File: src/hw/rtl/gbpe_pkg.sv
// Package for the glyph bitmap pixel emitter.
// Holds display and glyph size constants, field widths and the sequencer state type.
// Used by glyph_bitmap_pixel_emitter; it depends on nothing else.
package gbpe_pkg;

   // Display and glyph geometry.
   localparam int DISPLAY_WIDTH  = 128;
   localparam int DISPLAY_HEIGHT = 64;
   localparam int MAX_GLYPH_SIDE = 64;

   // Field and internal widths.
   localparam int COORD_W  = 18;
   localparam int SIDE_W   = 7;
   localparam int PIX_X_W  = 7;
   localparam int PIX_Y_W  = 6;
   localparam int BYTE_W   = 8;
   localparam int BIT_IDX_W = 3;

   // Input kinds carried on tuser.
   localparam logic ACTION_BEGIN = 1'b0;
   localparam logic ACTION_BYTE  = 1'b1;

   // Configuration register indexes.
   localparam logic REG_FONT_HEIGHT = 1'b0;
   localparam logic REG_BASE_RISE   = 1'b1;

   // Sequencer states.
   typedef enum logic [2:0] {
      ST_IDLE,
      ST_ORG_X,
      ST_ORG_Y_LH,
      ST_ORG_Y_BL,
      ST_ORG_Y_BH,
      ST_ORG_Y_OY,
      ST_WALK,
      ST_FLUSH
   } state_type;

   // Saturate a box side at the largest glyph size.
   function automatic logic [SIDE_W-1:0] clamp_side(input logic [SIDE_W-1:0] v);
      logic [SIDE_W-1:0] r;
      r = v;
      if (v > SIDE_W'(MAX_GLYPH_SIDE)) begin
         r = SIDE_W'(MAX_GLYPH_SIDE);
      end
      return r;
   endfunction

endpackage

File: src/hw/rtl/glyph_bitmap_pixel_emitter.sv
// Top level of the glyph bitmap pixel emitter.
// Turns glyph begin transfers and bitmap bytes into clipped display pixel coordinates.
// Depends on gbpe_pkg.
//
//   Channel   Direction  Payload
//   req_*     in         tuser: action; tdata: pen_x, pen_y, offset_x, offset_y,
//                        box_width, box_height, data_byte
//   rsp_*     out        tdata: pixel_x, pixel_y; tlast: last lit pixel of a byte
//   csr_*     in         write enable, register index, 8-bit write data
//
// A begin transfer is the transfer, then five passes through the shared 18-bit
// add/subtract unit that builds the glyph origin.
// A bitmap byte is the transfer, a walk over its bits and a hand-over of the held pixel;
// a walk that reaches the end of the box stops early, and a stalled result channel
// holds the walk and the hand-over.
// One pixel is held back so that the final one of each byte can carry tlast.
// Reset is synchronous and active high; req_tready is high only in the idle state.
module glyph_bitmap_pixel_emitter (
   input  logic        clock,
   input  logic        reset,
   // Input channel.
   input  logic        req_tvalid,
   output logic        req_tready,
   input  logic [71:0] req_tdata,  // pen_x, pen_y, offset_x, offset_y, box_width,
                                   // box_height, data_byte, two zero bits
   input  logic        req_tuser,  // action
   // Result channel.
   output logic        rsp_tvalid,
   input  logic        rsp_tready,
   output logic [15:0] rsp_tdata,  // pixel_x, pixel_y, three zero bits
   output logic        rsp_tlast,
   // Configuration port.
   input  logic        csr_we,
   input  logic        csr_index,
   input  logic [7:0]  csr_wdata
);

   // Unpacked input fields.
   logic signed [15:0] pen_x;
   logic signed [15:0] pen_y;
   logic signed [7:0]  offset_x;
   logic signed [7:0]  offset_y;
   logic [gbpe_pkg::SIDE_W-1:0] box_width;
   logic [gbpe_pkg::SIDE_W-1:0] box_height;
   logic [gbpe_pkg::BYTE_W-1:0] data_byte;

   assign pen_x      = req_tdata[15:0];
   assign pen_y      = req_tdata[31:16];
   assign offset_x   = req_tdata[39:32];
   assign offset_y   = req_tdata[47:40];
   assign box_width  = req_tdata[54:48];
   assign box_height = req_tdata[61:55];
   assign data_byte  = req_tdata[69:62];

   // Registers.
   gbpe_pkg::state_type state_ff, state_in;
   logic [7:0] font_height_ff, font_height_in;
   logic [7:0] base_rise_ff, base_rise_in;
   logic signed [gbpe_pkg::COORD_W-1:0] origin_x_ff, origin_x_in;
   logic signed [gbpe_pkg::COORD_W-1:0] cur_x_ff, cur_x_in;
   logic signed [gbpe_pkg::COORD_W-1:0] cur_y_ff, cur_y_in;
   logic signed [gbpe_pkg::COORD_W-1:0] acc_ff, acc_in;
   logic [gbpe_pkg::SIDE_W-1:0] width_ff, width_in;
   logic [gbpe_pkg::SIDE_W-1:0] height_ff, height_in;
   logic [gbpe_pkg::SIDE_W-1:0] col_ff, col_in;
   logic [gbpe_pkg::SIDE_W-1:0] row_ff, row_in;
   logic [gbpe_pkg::BIT_IDX_W-1:0] bit_idx_ff, bit_idx_in;
   logic [gbpe_pkg::BYTE_W-1:0] byte_ff, byte_in;
   logic signed [15:0] pen_x_ff, pen_x_in;
   logic signed [15:0] pen_y_ff, pen_y_in;
   logic signed [7:0]  off_x_ff, off_x_in;
   logic signed [7:0]  off_y_ff, off_y_in;
   logic pend_valid_ff, pend_valid_in;
   logic [gbpe_pkg::PIX_X_W-1:0] pend_x_ff, pend_x_in;
   logic [gbpe_pkg::PIX_Y_W-1:0] pend_y_ff, pend_y_in;
   logic rsp_valid_ff, rsp_valid_in;
   logic [gbpe_pkg::PIX_X_W-1:0] rsp_x_ff, rsp_x_in;
   logic [gbpe_pkg::PIX_Y_W-1:0] rsp_y_ff, rsp_y_in;
   logic rsp_last_ff, rsp_last_in;

   // Shared add/subtract unit.
   logic signed [gbpe_pkg::COORD_W-1:0] add_a;
   logic signed [gbpe_pkg::COORD_W-1:0] add_b;
   logic add_sub;
   logic signed [gbpe_pkg::COORD_W-1:0] add_sum;

   // Walk control.
   logic req_xfer;
   logic out_free;
   logic walk_stop;
   logic on_display;
   logic hit;
   logic step_en;
   logic row_wrap;
   logic [gbpe_pkg::SIDE_W-1:0] col_next;

   assign req_xfer = req_tvalid && req_tready;
   assign out_free = !rsp_valid_ff || rsp_tready;

   // The bitmap walk ends for an empty box or once every row has been read.
   assign walk_stop = (width_ff == '0) || (row_ff >= height_ff);

   // Clipping against the display.
   assign on_display = !cur_x_ff[gbpe_pkg::COORD_W-1]
                    && !cur_y_ff[gbpe_pkg::COORD_W-1]
                    && (cur_x_ff < gbpe_pkg::COORD_W'(gbpe_pkg::DISPLAY_WIDTH))
                    && (cur_y_ff < gbpe_pkg::COORD_W'(gbpe_pkg::DISPLAY_HEIGHT));
   assign hit = byte_ff[gbpe_pkg::BYTE_W-1] && on_display;

   // A new pixel pushes the held one out, which needs a free output register.
   assign step_en  = !(hit && pend_valid_ff) || out_free;
   assign col_next = col_ff + gbpe_pkg::SIDE_W'(1);
   assign row_wrap = (col_next >= width_ff);

   // Operand selection for the shared unit.
   always_comb begin
      add_a   = acc_ff;
      add_b   = '0;
      add_sub = 1'b0;
      case (state_ff)
         gbpe_pkg::ST_ORG_X: begin
            add_a = gbpe_pkg::COORD_W'(pen_x_ff);
            add_b = gbpe_pkg::COORD_W'(off_x_ff);
         end
         gbpe_pkg::ST_ORG_Y_LH: begin
            add_a = gbpe_pkg::COORD_W'(pen_y_ff);
            add_b = gbpe_pkg::COORD_W'(font_height_ff);
         end
         gbpe_pkg::ST_ORG_Y_BL: begin
            add_b   = gbpe_pkg::COORD_W'(signed'(base_rise_ff));
            add_sub = 1'b1;
         end
         gbpe_pkg::ST_ORG_Y_BH: begin
            add_b   = gbpe_pkg::COORD_W'(height_ff);
            add_sub = 1'b1;
         end
         gbpe_pkg::ST_ORG_Y_OY: begin
            add_b   = gbpe_pkg::COORD_W'(off_y_ff);
            add_sub = 1'b1;
         end
         default: begin
            add_a = acc_ff;
         end
      endcase
   end

   assign add_sum = add_sub ? (add_a - add_b) : (add_a + add_b);

   // Next state.
   always_comb begin
      state_in = state_ff;
      case (state_ff)
         gbpe_pkg::ST_IDLE: begin
            if (req_xfer) begin
               state_in = (req_tuser == gbpe_pkg::ACTION_BEGIN) ? gbpe_pkg::ST_ORG_X
                                                                : gbpe_pkg::ST_WALK;
            end
         end
         gbpe_pkg::ST_ORG_X:    state_in = gbpe_pkg::ST_ORG_Y_LH;
         gbpe_pkg::ST_ORG_Y_LH: state_in = gbpe_pkg::ST_ORG_Y_BL;
         gbpe_pkg::ST_ORG_Y_BL: state_in = gbpe_pkg::ST_ORG_Y_BH;
         gbpe_pkg::ST_ORG_Y_BH: state_in = gbpe_pkg::ST_ORG_Y_OY;
         gbpe_pkg::ST_ORG_Y_OY: state_in = gbpe_pkg::ST_IDLE;
         gbpe_pkg::ST_WALK: begin
            if (walk_stop) begin
               state_in = gbpe_pkg::ST_FLUSH;
            end else if (step_en && (bit_idx_ff == '1)) begin
               state_in = gbpe_pkg::ST_FLUSH;
            end
         end
         gbpe_pkg::ST_FLUSH: begin
            if (!pend_valid_ff || out_free) begin
               state_in = gbpe_pkg::ST_IDLE;
            end
         end
         default: state_in = gbpe_pkg::ST_IDLE;
      endcase
   end

   // Datapath and output register updates.
   always_comb begin
      font_height_in = font_height_ff;
      base_rise_in   = base_rise_ff;
      origin_x_in    = origin_x_ff;
      cur_x_in       = cur_x_ff;
      cur_y_in       = cur_y_ff;
      acc_in         = acc_ff;
      width_in       = width_ff;
      height_in      = height_ff;
      col_in         = col_ff;
      row_in         = row_ff;
      bit_idx_in     = bit_idx_ff;
      byte_in        = byte_ff;
      pen_x_in       = pen_x_ff;
      pen_y_in       = pen_y_ff;
      off_x_in       = off_x_ff;
      off_y_in       = off_y_ff;
      pend_valid_in  = pend_valid_ff;
      pend_x_in      = pend_x_ff;
      pend_y_in      = pend_y_ff;
      rsp_valid_in   = rsp_valid_ff && !rsp_tready;
      rsp_x_in       = rsp_x_ff;
      rsp_y_in       = rsp_y_ff;
      rsp_last_in    = rsp_last_ff;

      // Configuration writes.
      if (csr_we) begin
         case (csr_index)
            gbpe_pkg::REG_FONT_HEIGHT: font_height_in = csr_wdata;
            gbpe_pkg::REG_BASE_RISE:   base_rise_in   = csr_wdata;
            default:                   font_height_in = font_height_ff;
         endcase
      end

      case (state_ff)
         gbpe_pkg::ST_IDLE: begin
            if (req_xfer) begin
               if (req_tuser == gbpe_pkg::ACTION_BEGIN) begin
                  pen_x_in  = pen_x;
                  pen_y_in  = pen_y;
                  off_x_in  = offset_x;
                  off_y_in  = offset_y;
                  width_in  = gbpe_pkg::clamp_side(box_width);
                  height_in = gbpe_pkg::clamp_side(box_height);
                  col_in    = '0;
                  row_in    = '0;
               end else begin
                  byte_in    = data_byte;
                  bit_idx_in = '0;
               end
            end
         end
         gbpe_pkg::ST_ORG_X: begin
            origin_x_in = add_sum;
            cur_x_in    = add_sum;
         end
         gbpe_pkg::ST_ORG_Y_LH,
         gbpe_pkg::ST_ORG_Y_BL,
         gbpe_pkg::ST_ORG_Y_BH: begin
            acc_in = add_sum;
         end
         gbpe_pkg::ST_ORG_Y_OY: begin
            cur_y_in = add_sum;
         end
         gbpe_pkg::ST_WALK: begin
            if (!walk_stop && step_en) begin
               // Hold the new pixel and send the one held before it.
               if (hit) begin
                  if (pend_valid_ff) begin
                     rsp_valid_in = 1'b1;
                     rsp_x_in     = pend_x_ff;
                     rsp_y_in     = pend_y_ff;
                     rsp_last_in  = 1'b0;
                  end
                  pend_valid_in = 1'b1;
                  pend_x_in     = cur_x_ff[gbpe_pkg::PIX_X_W-1:0];
                  pend_y_in     = cur_y_ff[gbpe_pkg::PIX_Y_W-1:0];
               end
               // Advance the cursor through the box, row by row.
               if (row_wrap) begin
                  col_in   = '0;
                  row_in   = row_ff + gbpe_pkg::SIDE_W'(1);
                  cur_x_in = origin_x_ff;
                  cur_y_in = cur_y_ff + gbpe_pkg::COORD_W'(1);
               end else begin
                  col_in   = col_next;
                  cur_x_in = cur_x_ff + gbpe_pkg::COORD_W'(1);
               end
               byte_in    = {byte_ff[gbpe_pkg::BYTE_W-2:0], 1'b0};
               bit_idx_in = bit_idx_ff + gbpe_pkg::BIT_IDX_W'(1);
            end
         end
         gbpe_pkg::ST_FLUSH: begin
            // The held pixel is the final one of this byte.
            if (pend_valid_ff && out_free) begin
               rsp_valid_in  = 1'b1;
               rsp_x_in      = pend_x_ff;
               rsp_y_in      = pend_y_ff;
               rsp_last_in   = 1'b1;
               pend_valid_in = 1'b0;
            end
         end
         default: begin
            pend_valid_in = pend_valid_ff;
         end
      endcase
   end

   // Control and glyph state registers.
   always_ff @(posedge clock) begin
      if (reset) begin
         state_ff       <= gbpe_pkg::ST_IDLE;
         font_height_ff <= 8'd16;
         base_rise_ff   <= 8'd3;
         origin_x_ff    <= '0;
         cur_x_ff       <= '0;
         cur_y_ff       <= '0;
         width_ff       <= '0;
         height_ff      <= '0;
         col_ff         <= '0;
         row_ff         <= '0;
         bit_idx_ff     <= '0;
         pend_valid_ff  <= 1'b0;
         rsp_valid_ff   <= 1'b0;
      end else begin
         state_ff       <= state_in;
         font_height_ff <= font_height_in;
         base_rise_ff   <= base_rise_in;
         origin_x_ff    <= origin_x_in;
         cur_x_ff       <= cur_x_in;
         cur_y_ff       <= cur_y_in;
         width_ff       <= width_in;
         height_ff      <= height_in;
         col_ff         <= col_in;
         row_ff         <= row_in;
         bit_idx_ff     <= bit_idx_in;
         pend_valid_ff  <= pend_valid_in;
         rsp_valid_ff   <= rsp_valid_in;
      end
   end

   // Payload registers.
   always_ff @(posedge clock) begin
      acc_ff      <= acc_in;
      byte_ff     <= byte_in;
      pen_x_ff    <= pen_x_in;
      pen_y_ff    <= pen_y_in;
      off_x_ff    <= off_x_in;
      off_y_ff    <= off_y_in;
      pend_x_ff   <= pend_x_in;
      pend_y_ff   <= pend_y_in;
      rsp_x_ff    <= rsp_x_in;
      rsp_y_ff    <= rsp_y_in;
      rsp_last_ff <= rsp_last_in;
   end

   // Port outputs.
   assign req_tready = (state_ff == gbpe_pkg::ST_IDLE);
   assign rsp_tvalid = rsp_valid_ff;
   assign rsp_tdata  = {3'b000, rsp_y_ff, rsp_x_ff};
   assign rsp_tlast  = rsp_last_ff;

`ifndef SYNTHESIS
   // No pixel is left behind when the block goes idle.
   a_idle_no_pending: assert property (@(posedge clock) disable iff (reset)
      (state_ff == gbpe_pkg::ST_IDLE) |-> !pend_valid_ff)
      else $error("held pixel left over in idle state");

   // Latched box sides never exceed the largest glyph size.
   a_side_clamped: assert property (@(posedge clock) disable iff (reset)
      (width_ff <= gbpe_pkg::SIDE_W'(gbpe_pkg::MAX_GLYPH_SIDE))
      && (height_ff <= gbpe_pkg::SIDE_W'(gbpe_pkg::MAX_GLYPH_SIDE)))
      else $error("box side above the glyph limit");

   // The column stays inside a non-empty box during the walk.
   a_col_in_box: assert property (@(posedge clock) disable iff (reset)
      ((state_ff == gbpe_pkg::ST_WALK) && (width_ff != '0)) |-> (col_ff < width_ff))
      else $error("column beyond box width");

   // The row never runs past the box height.
   a_row_in_box: assert property (@(posedge clock) disable iff (reset)
      (row_ff <= height_ff) || (state_ff == gbpe_pkg::ST_IDLE))
      else $error("row beyond box height");

   // Draining the held pixel presents it as the final one of the byte.
   a_flush_last: assert property (@(posedge clock) disable iff (reset)
      ((state_ff == gbpe_pkg::ST_FLUSH) && pend_valid_ff && out_free)
      |=> (rsp_tvalid && rsp_tlast))
      else $error("final pixel of a byte not marked");
`endif

endmodule

File: config.mk
export PLATFORM = sky130hd
export DESIGN_NAME = glyph_bitmap_pixel_emitter
export DESIGN_NICKNAME = d
export VERILOG_FILES = /design/src/hw/rtl/gbpe_pkg.sv /design/src/hw/rtl/glyph_bitmap_pixel_emitter.sv
export SDC_FILE = /design/constraint.sdc
export NUM_CORES = 1
export LEC_CHECK = 0
export ABC_AREA = 1
export BUFFER_PORTS_ARGS = -buffer_cell sky130_fd_sc_hd__buf_2
export CORE_MARGIN = 3
export CORE_UTILIZATION = 35
export DETAILED_ROUTE_END_ITERATION = 6
export GPL_ROUTABILITY_DRIVEN = 0
export PLACE_DENSITY = 0.56
export SLEW_MARGIN = 10
export SYNTH_ARGS = -nofsm -noshare
export SYNTH_HDL_FRONTEND = slang
export SYNTH_SLANG_ARGS = --single-unit
File: constraint.sdc
create_clock -name clock -period 9.09 [get_ports clock]
set_clock_uncertainty 0.15 [all_clocks]
set_input_delay 1.818 -clock clock [delete_from_list [all_inputs] [get_ports clock]]
set_output_delay 1.818 -clock clock [all_outputs]
set_load 0.01 [all_outputs]
* Word level (Yosys, flattened, before mapping)
Index checks and enable logic that the tools add are counted.
** Storage, ports and cells
- Word-level logic and storage cells :: 156
- Input bits :: 87
- Output and inout bits :: 19
- Register bits :: 207
** Cells by class
- Reduce and logical (&&, ||, !) cells :: 41
- $lt $le $gt $ge :: 6
- Bitwise logic cells :: 2
- Equal/unequal tests :: 18
- Mux-type cells :: 58
- Add/subtract/negate cells :: 7
** Operators by type and width (number)
- $pmux 18 s2 :: 3
- $mux 18 :: 5
- $pmux 18 s5 :: 1
- $mux 7 :: 12
- $pmux 7 s2 :: 3
- $add 18x2->18 const B :: 2
- $mux 3 :: 8
- $mux 6 :: 4
- $mux 8 :: 3
- $pmux 3 s8 :: 1
- $add 18x18->18 :: 1
- $lt 18x8->1 const B :: 1
- $lt 18x9->1 const B :: 1
- $sub 18x18->18 :: 1
- $pmux 8 s2 :: 1
- $eq 3x3->1 const B :: 5
- $add 7x1->7 const B :: 2
- $ge 7x7->1 :: 2
- $gt 7x7->1 const B :: 2
- $ne 2x2->1 const B :: 7
- $mux 1 :: 12
- $pmux 6 s2 :: 1
- $reduce_and 3->1 :: 4
- $reduce_and 4->1 :: 3
- other kinds (17) :: 47

* Depth between registers and ports, before layout
- Depth after elaboration :: 12
- Mapped depth :: 26
- Gate-level depth less buffers :: 25

* Worst setup path before layout
Ideal clock, no wire load.
- Path kind :: register -> register
- From :: reg state_ff[0]
- To :: reg acc_ff[17] (netlist bit), data pin
- Path buffers :: 2
- Required time :: 8681 ps
- Clock period less this slack :: 3530 ps
- Path slack :: 5560 ps
- Stages on the path, launching flop included :: 21
- Data arrival time :: 3121 ps
- Library setup time :: 259 ps
- Path through :: dfxtp_1 -> buf_6 -> buf_6 -> nand4_1 -> nand3_1 -> nor2_2 -> ha_1 -> nand3_1 -> nor3_1 -> nand2_1 -> ha_1 -> nand2_1 -> nand2_1 -> ha_1 -> nand2_1 -> nor2_1 -> nand2_1 -> o311ai_0 -> inv_1 -> nand3_1 -> nand2_1
** On the way
- Cells in the longest elaborated chain, start to end :: 4
- Elaborated cells on any way between the ends :: 12
- Those cells by class :: add/sub (2); eq/ne (5); mux (4); reduce/logical (1)
** Ends and longest elaborated chain
- start, declared :: RTL line glyph_bitmap_pixel_emitter.sv:56 : gbpe_pkg::state_type state_ff, state_in;
- start signal, assigned :: RTL line glyph_bitmap_pixel_emitter.sv:292 : state_ff <= gbpe_pkg::ST_IDLE;
- start signal, assigned :: RTL line glyph_bitmap_pixel_emitter.sv:306 : state_ff <= state_in;
- $eq 3x3->1, or another cell as far along :: RTL line glyph_bitmap_pixel_emitter.sv:120 : case (state_ff)
- $pmux 18 s5, or another cell as far along :: RTL line glyph_bitmap_pixel_emitter.sv:120
- $add 18x18->18, or another cell as far along :: RTL line glyph_bitmap_pixel_emitter.sv:147 : assign add_sum = add_sub ? (add_a - add_b) : (add_a + add_b);
- $mux 18 (*) :: RTL line glyph_bitmap_pixel_emitter.sv:147
- via add_sum, one bit :: RTL line glyph_bitmap_pixel_emitter.sv:85 : logic signed [gbpe_pkg::COORD_W-1:0] add_sum;
- end signal, assigned :: RTL line glyph_bitmap_pixel_emitter.sv:324 : acc_ff <= acc_in;
- end, declared :: RTL line glyph_bitmap_pixel_emitter.sv:62 : logic signed [gbpe_pkg::COORD_W-1:0] acc_ff, acc_in;
The timed path passes the listed nets; every way through them passes the cells marked *.
A chain may end at the register's enable or synchronous reset.

* Worst setup path in the final report
- From :: reg state_ff[0]
- To :: reg cur_x_ff[17] (netlist bit)
** On the way
- Cells in the longest elaborated chain, start to end :: 5
- Elaborated cells on any way between the ends :: 17
- Those cells by class :: add/sub (2); eq/ne (7); mux (5); reduce/logical (3)
** Ends and longest elaborated chain
- $eq 3x3->1, or another cell as far along :: RTL line glyph_bitmap_pixel_emitter.sv:120
- $pmux 18 s5, or another cell as far along :: RTL line glyph_bitmap_pixel_emitter.sv:120
- $add 18x18->18, or another cell as far along :: RTL line glyph_bitmap_pixel_emitter.sv:147
- $mux 18 :: RTL line glyph_bitmap_pixel_emitter.sv:147
- $pmux 18 s2 :: RTL line glyph_bitmap_pixel_emitter.sv:215 : case (state_ff)
- end signal, assigned :: RTL line glyph_bitmap_pixel_emitter.sv:310 : cur_x_ff <= cur_x_in;
- end, declared :: RTL line glyph_bitmap_pixel_emitter.sv:60 : logic signed [gbpe_pkg::COORD_W-1:0] cur_x_ff, cur_x_in;
Several ways; a longest one is shown, not always the timed one.

==> impl_metrics.yaml <==
worst_setup_path:
  end_kind: "flop"
  worst-setup-path-type: "reg2reg"
  r2r_start: "state_ff[0]"
  r2r_slack_ps: 4130
  r2r-end: "cur_x_ff[17]"
  reg2regPathDepth: 19
  startpoint: "state_ff[0]"
  crit_required_ps: 9400
  worstSetupStartpointType: "flop"
  crit_fanout: 23
  arrival_ps: 5270
sta:
  period_share_pct: 54.6
  hold-worst-slack_ps: 266
  tns_ps: 0
  fin_ws_ps: 4130
  setup_viol: 0
  rsz0062_at_grt: "no"
  relSlewSlack_pct: 26.4
  layout_min_cycle_time_ps: 4960
  timing.fmax_mhz: 202
  tightestPinTransition_ps: 1100
  final-hold-violation-count: 0
  report.final.slew_viol_count: 0
place:
  dp_hpwl_microns: 19700
  place_area_sq_um: 11800
  place_ws_ps: 4210
  portBuffers: 100
drt:
  wirelength_microns: 27700
  drc_errors: 0
  viasPerCell: 4.93
  drtIter0Drc: 591
  wl_per_cell_microns: 14.9
  ant_nets: 0
  first_pass_iters: 5
  num_vias: 9153
yosys:
  synth_warnings: 0
  async_flop_share_pct: 0
  synth_cells: 1357
  syn_area_per_cell_sq_um: 8.13
  synth_flop_cell: "dfxtp_1"
  synth.top_cell.area_share_pct: 27.5
  synthDistinctLibCells: 57
  yosys.area.top_type: "edfxtp_1"
  synth_area_leaders: "edfxtp_1, dfxtp_1, nand2_1"
  synth-edff-count: 101
  yosysSeqAreaShare_pct: 46.7
  synth_area_sq_um: 11000
  synth-seq-cells: 207
status:
  run_status: "completed"
layout:
  final_cell_area_sq_um: 12600
  finalNetCount: 1569
  diodes: 0
  area_growth_pct: 14.1
  drive_gt1_share_pct: 14.0
grt:
  grtUsageTotal_pct: 16.3
  grt_remaining_overflow: 0
  antenna_found_initial: 0
  grt_max_degree: 59
  grt_pass1_vias: 8518
  grt_pass1_wl_microns: 44700
cts:
  h-tree-depth: 1
  numCtsBuffers: 25
  tritoncts: "yes"
  ctsResizeCount: 0
  postCtsSetupBuffers: 0
  cts_buffer_depth: 3
  cts_root_buffer: "clkbuf_16"
  clkLatencyLatePin_ps: 530
  cts.sinks: 207
  hold_buffers: 0
  cts.clk_slew.worst_paths_ps: 60
floorplan:
  die_area_sq_um: 33700
  die_w_microns: 183
  coreArea_sq_um: 30800
  num_io_pins: 106
  dieHeight_microns: 183
  start_util_pct: 35.8
  rows: 64
worst_hold_path:
  hold_depth: 0
  worstHoldStart: "pend_x_ff[1]"
  min_to: "rsp_x_ff[1]"
  hold_class: "reg2reg"
run:
  maxCapViolCount: 0
per-stage QoR:
stage | utilization [%] | std cells
global route | 40.8 | 1857
finish | 40.8 | 1857
floorplan | - | 1359
detailed placement | 38.3 | 1811
CTS | 40.8 | 1857
global placement | 38.3 | 1811
routing by layer:
| layer | global-route usage (%) | routed length, microns |
|---|---|---|
| met1 | 23.4 | 13400 |
| met2 | 26.5 | 12500 |
| met3 | 1.86 | 1180 |
| met4 | 3.60 | 583 |
| met5 | 0 | 0 |
worst max path at each step:
stage / end / slack (ps) / cells past startpoint
after CTS: cur_x_ff[17] / 4210 / 19
after detailed placement: cur_x_ff[17] / 4210 / 19
after floorplan: acc_ff[17] / 5560 / 20
final: cur_x_ff[17] / 4130 / 19
after global routing: cur_x_ff[17] / 3690 / 19
after global placement: cur_x_ff[17] / 4290 / 19
flip-flops by register name, summed over array words and instances (netlist names), 7 cells and up:
signal / count
rsp_x_ff: 7
width_ff: 7
off_x_ff: 8
off_y_ff: 8
base_rise_ff: 8
pen_y_ff: 16
origin_x_ff: 18
pen_x_ff: 16
byte_ff: 8
cur_y_ff: 18
cur_x_ff: 18
font_height_ff: 8
col_ff: 7
row_ff: 7
acc_ff: 18
height_ff: 7
pend_x_ff: 7
cell type report:
type / instances / area, sq um
timing repair buffer: 106 / 546
clock inverter: 18 / 145
multi-input combinational: 969 / 5100
tap: 396 / 495
fill: 3183 / 18200
clock buffer: 28 / 637
sequential: 207 / 5150
inverter: 133 / 502
cells by family after synthesis:
kind of cell	share of synthesized area, %
other	0.0340
adder cells (fa/ha/maj)	4.61
XOR/XNOR	3.57
flip-flops	46.7
buffers and inverters	7.11
AO/OA/AOI/OAI	11.8
AND/OR/NAND/NOR	26.1
synth_stat cells, drive strengths merged (8+ instances only):
| cell type | count |
|---|---|
| a21oi | 117 |
| buf | 26 |
| clkbuf | 24 |
| dfxtp | 106 |
| edfxtp | 101 |
| ha | 39 |
| inv | 133 |
| nand2 | 308 |
| nand3 | 110 |
| nand4 | 22 |
| nor2 | 161 |
| nor3 | 8 |
| o21ai | 113 |
| xnor2 | 14 |
| xor2 | 31 |
layout by cell type (no fill, tap or decap), types with 11 or more instances in the layout:
cell | Yosys | routed
nand2_1 | 294 | 293
ha_1 | 39 | 39
buf_2 | 9 | 100
nor2_2 | 16 | 16
a21oi_1 | 116 | 116
o21ai_0 | 107 | 107
edfxtp_1 | 101 | 101
xor2_1 | 31 | 31
dfxtp_1 | 106 | 106
clkbuf_16 | 0 | 25
xnor2_1 | 14 | 14
nand2_2 | 10 | 11
nand3_1 | 105 | 105
nor2_1 | 136 | 135
nand4_1 | 21 | 21
inv_1 | 127 | 126
worst max-delay path: stages, from the launching register on:
cell and delay, ps:
dfxtp_1 1050, nor2_4 330, nand2_1 130, nand2_1 60, nor2_2 190, nand3_1 130
nor3_1 240, nand2_1 240, ha_1 320, nand2_1 70, nand2_1 100, ha_1 380
nand2_1 120, nor2_1 190, nand2_1 100, o311ai_0 520, inv_1 130, nand3_1 120
nand3_1 130, a21oi_1 170
Power is not shown: default switching activity piles up to over one toggle a cycle in this logic, so the estimate is an artifact.
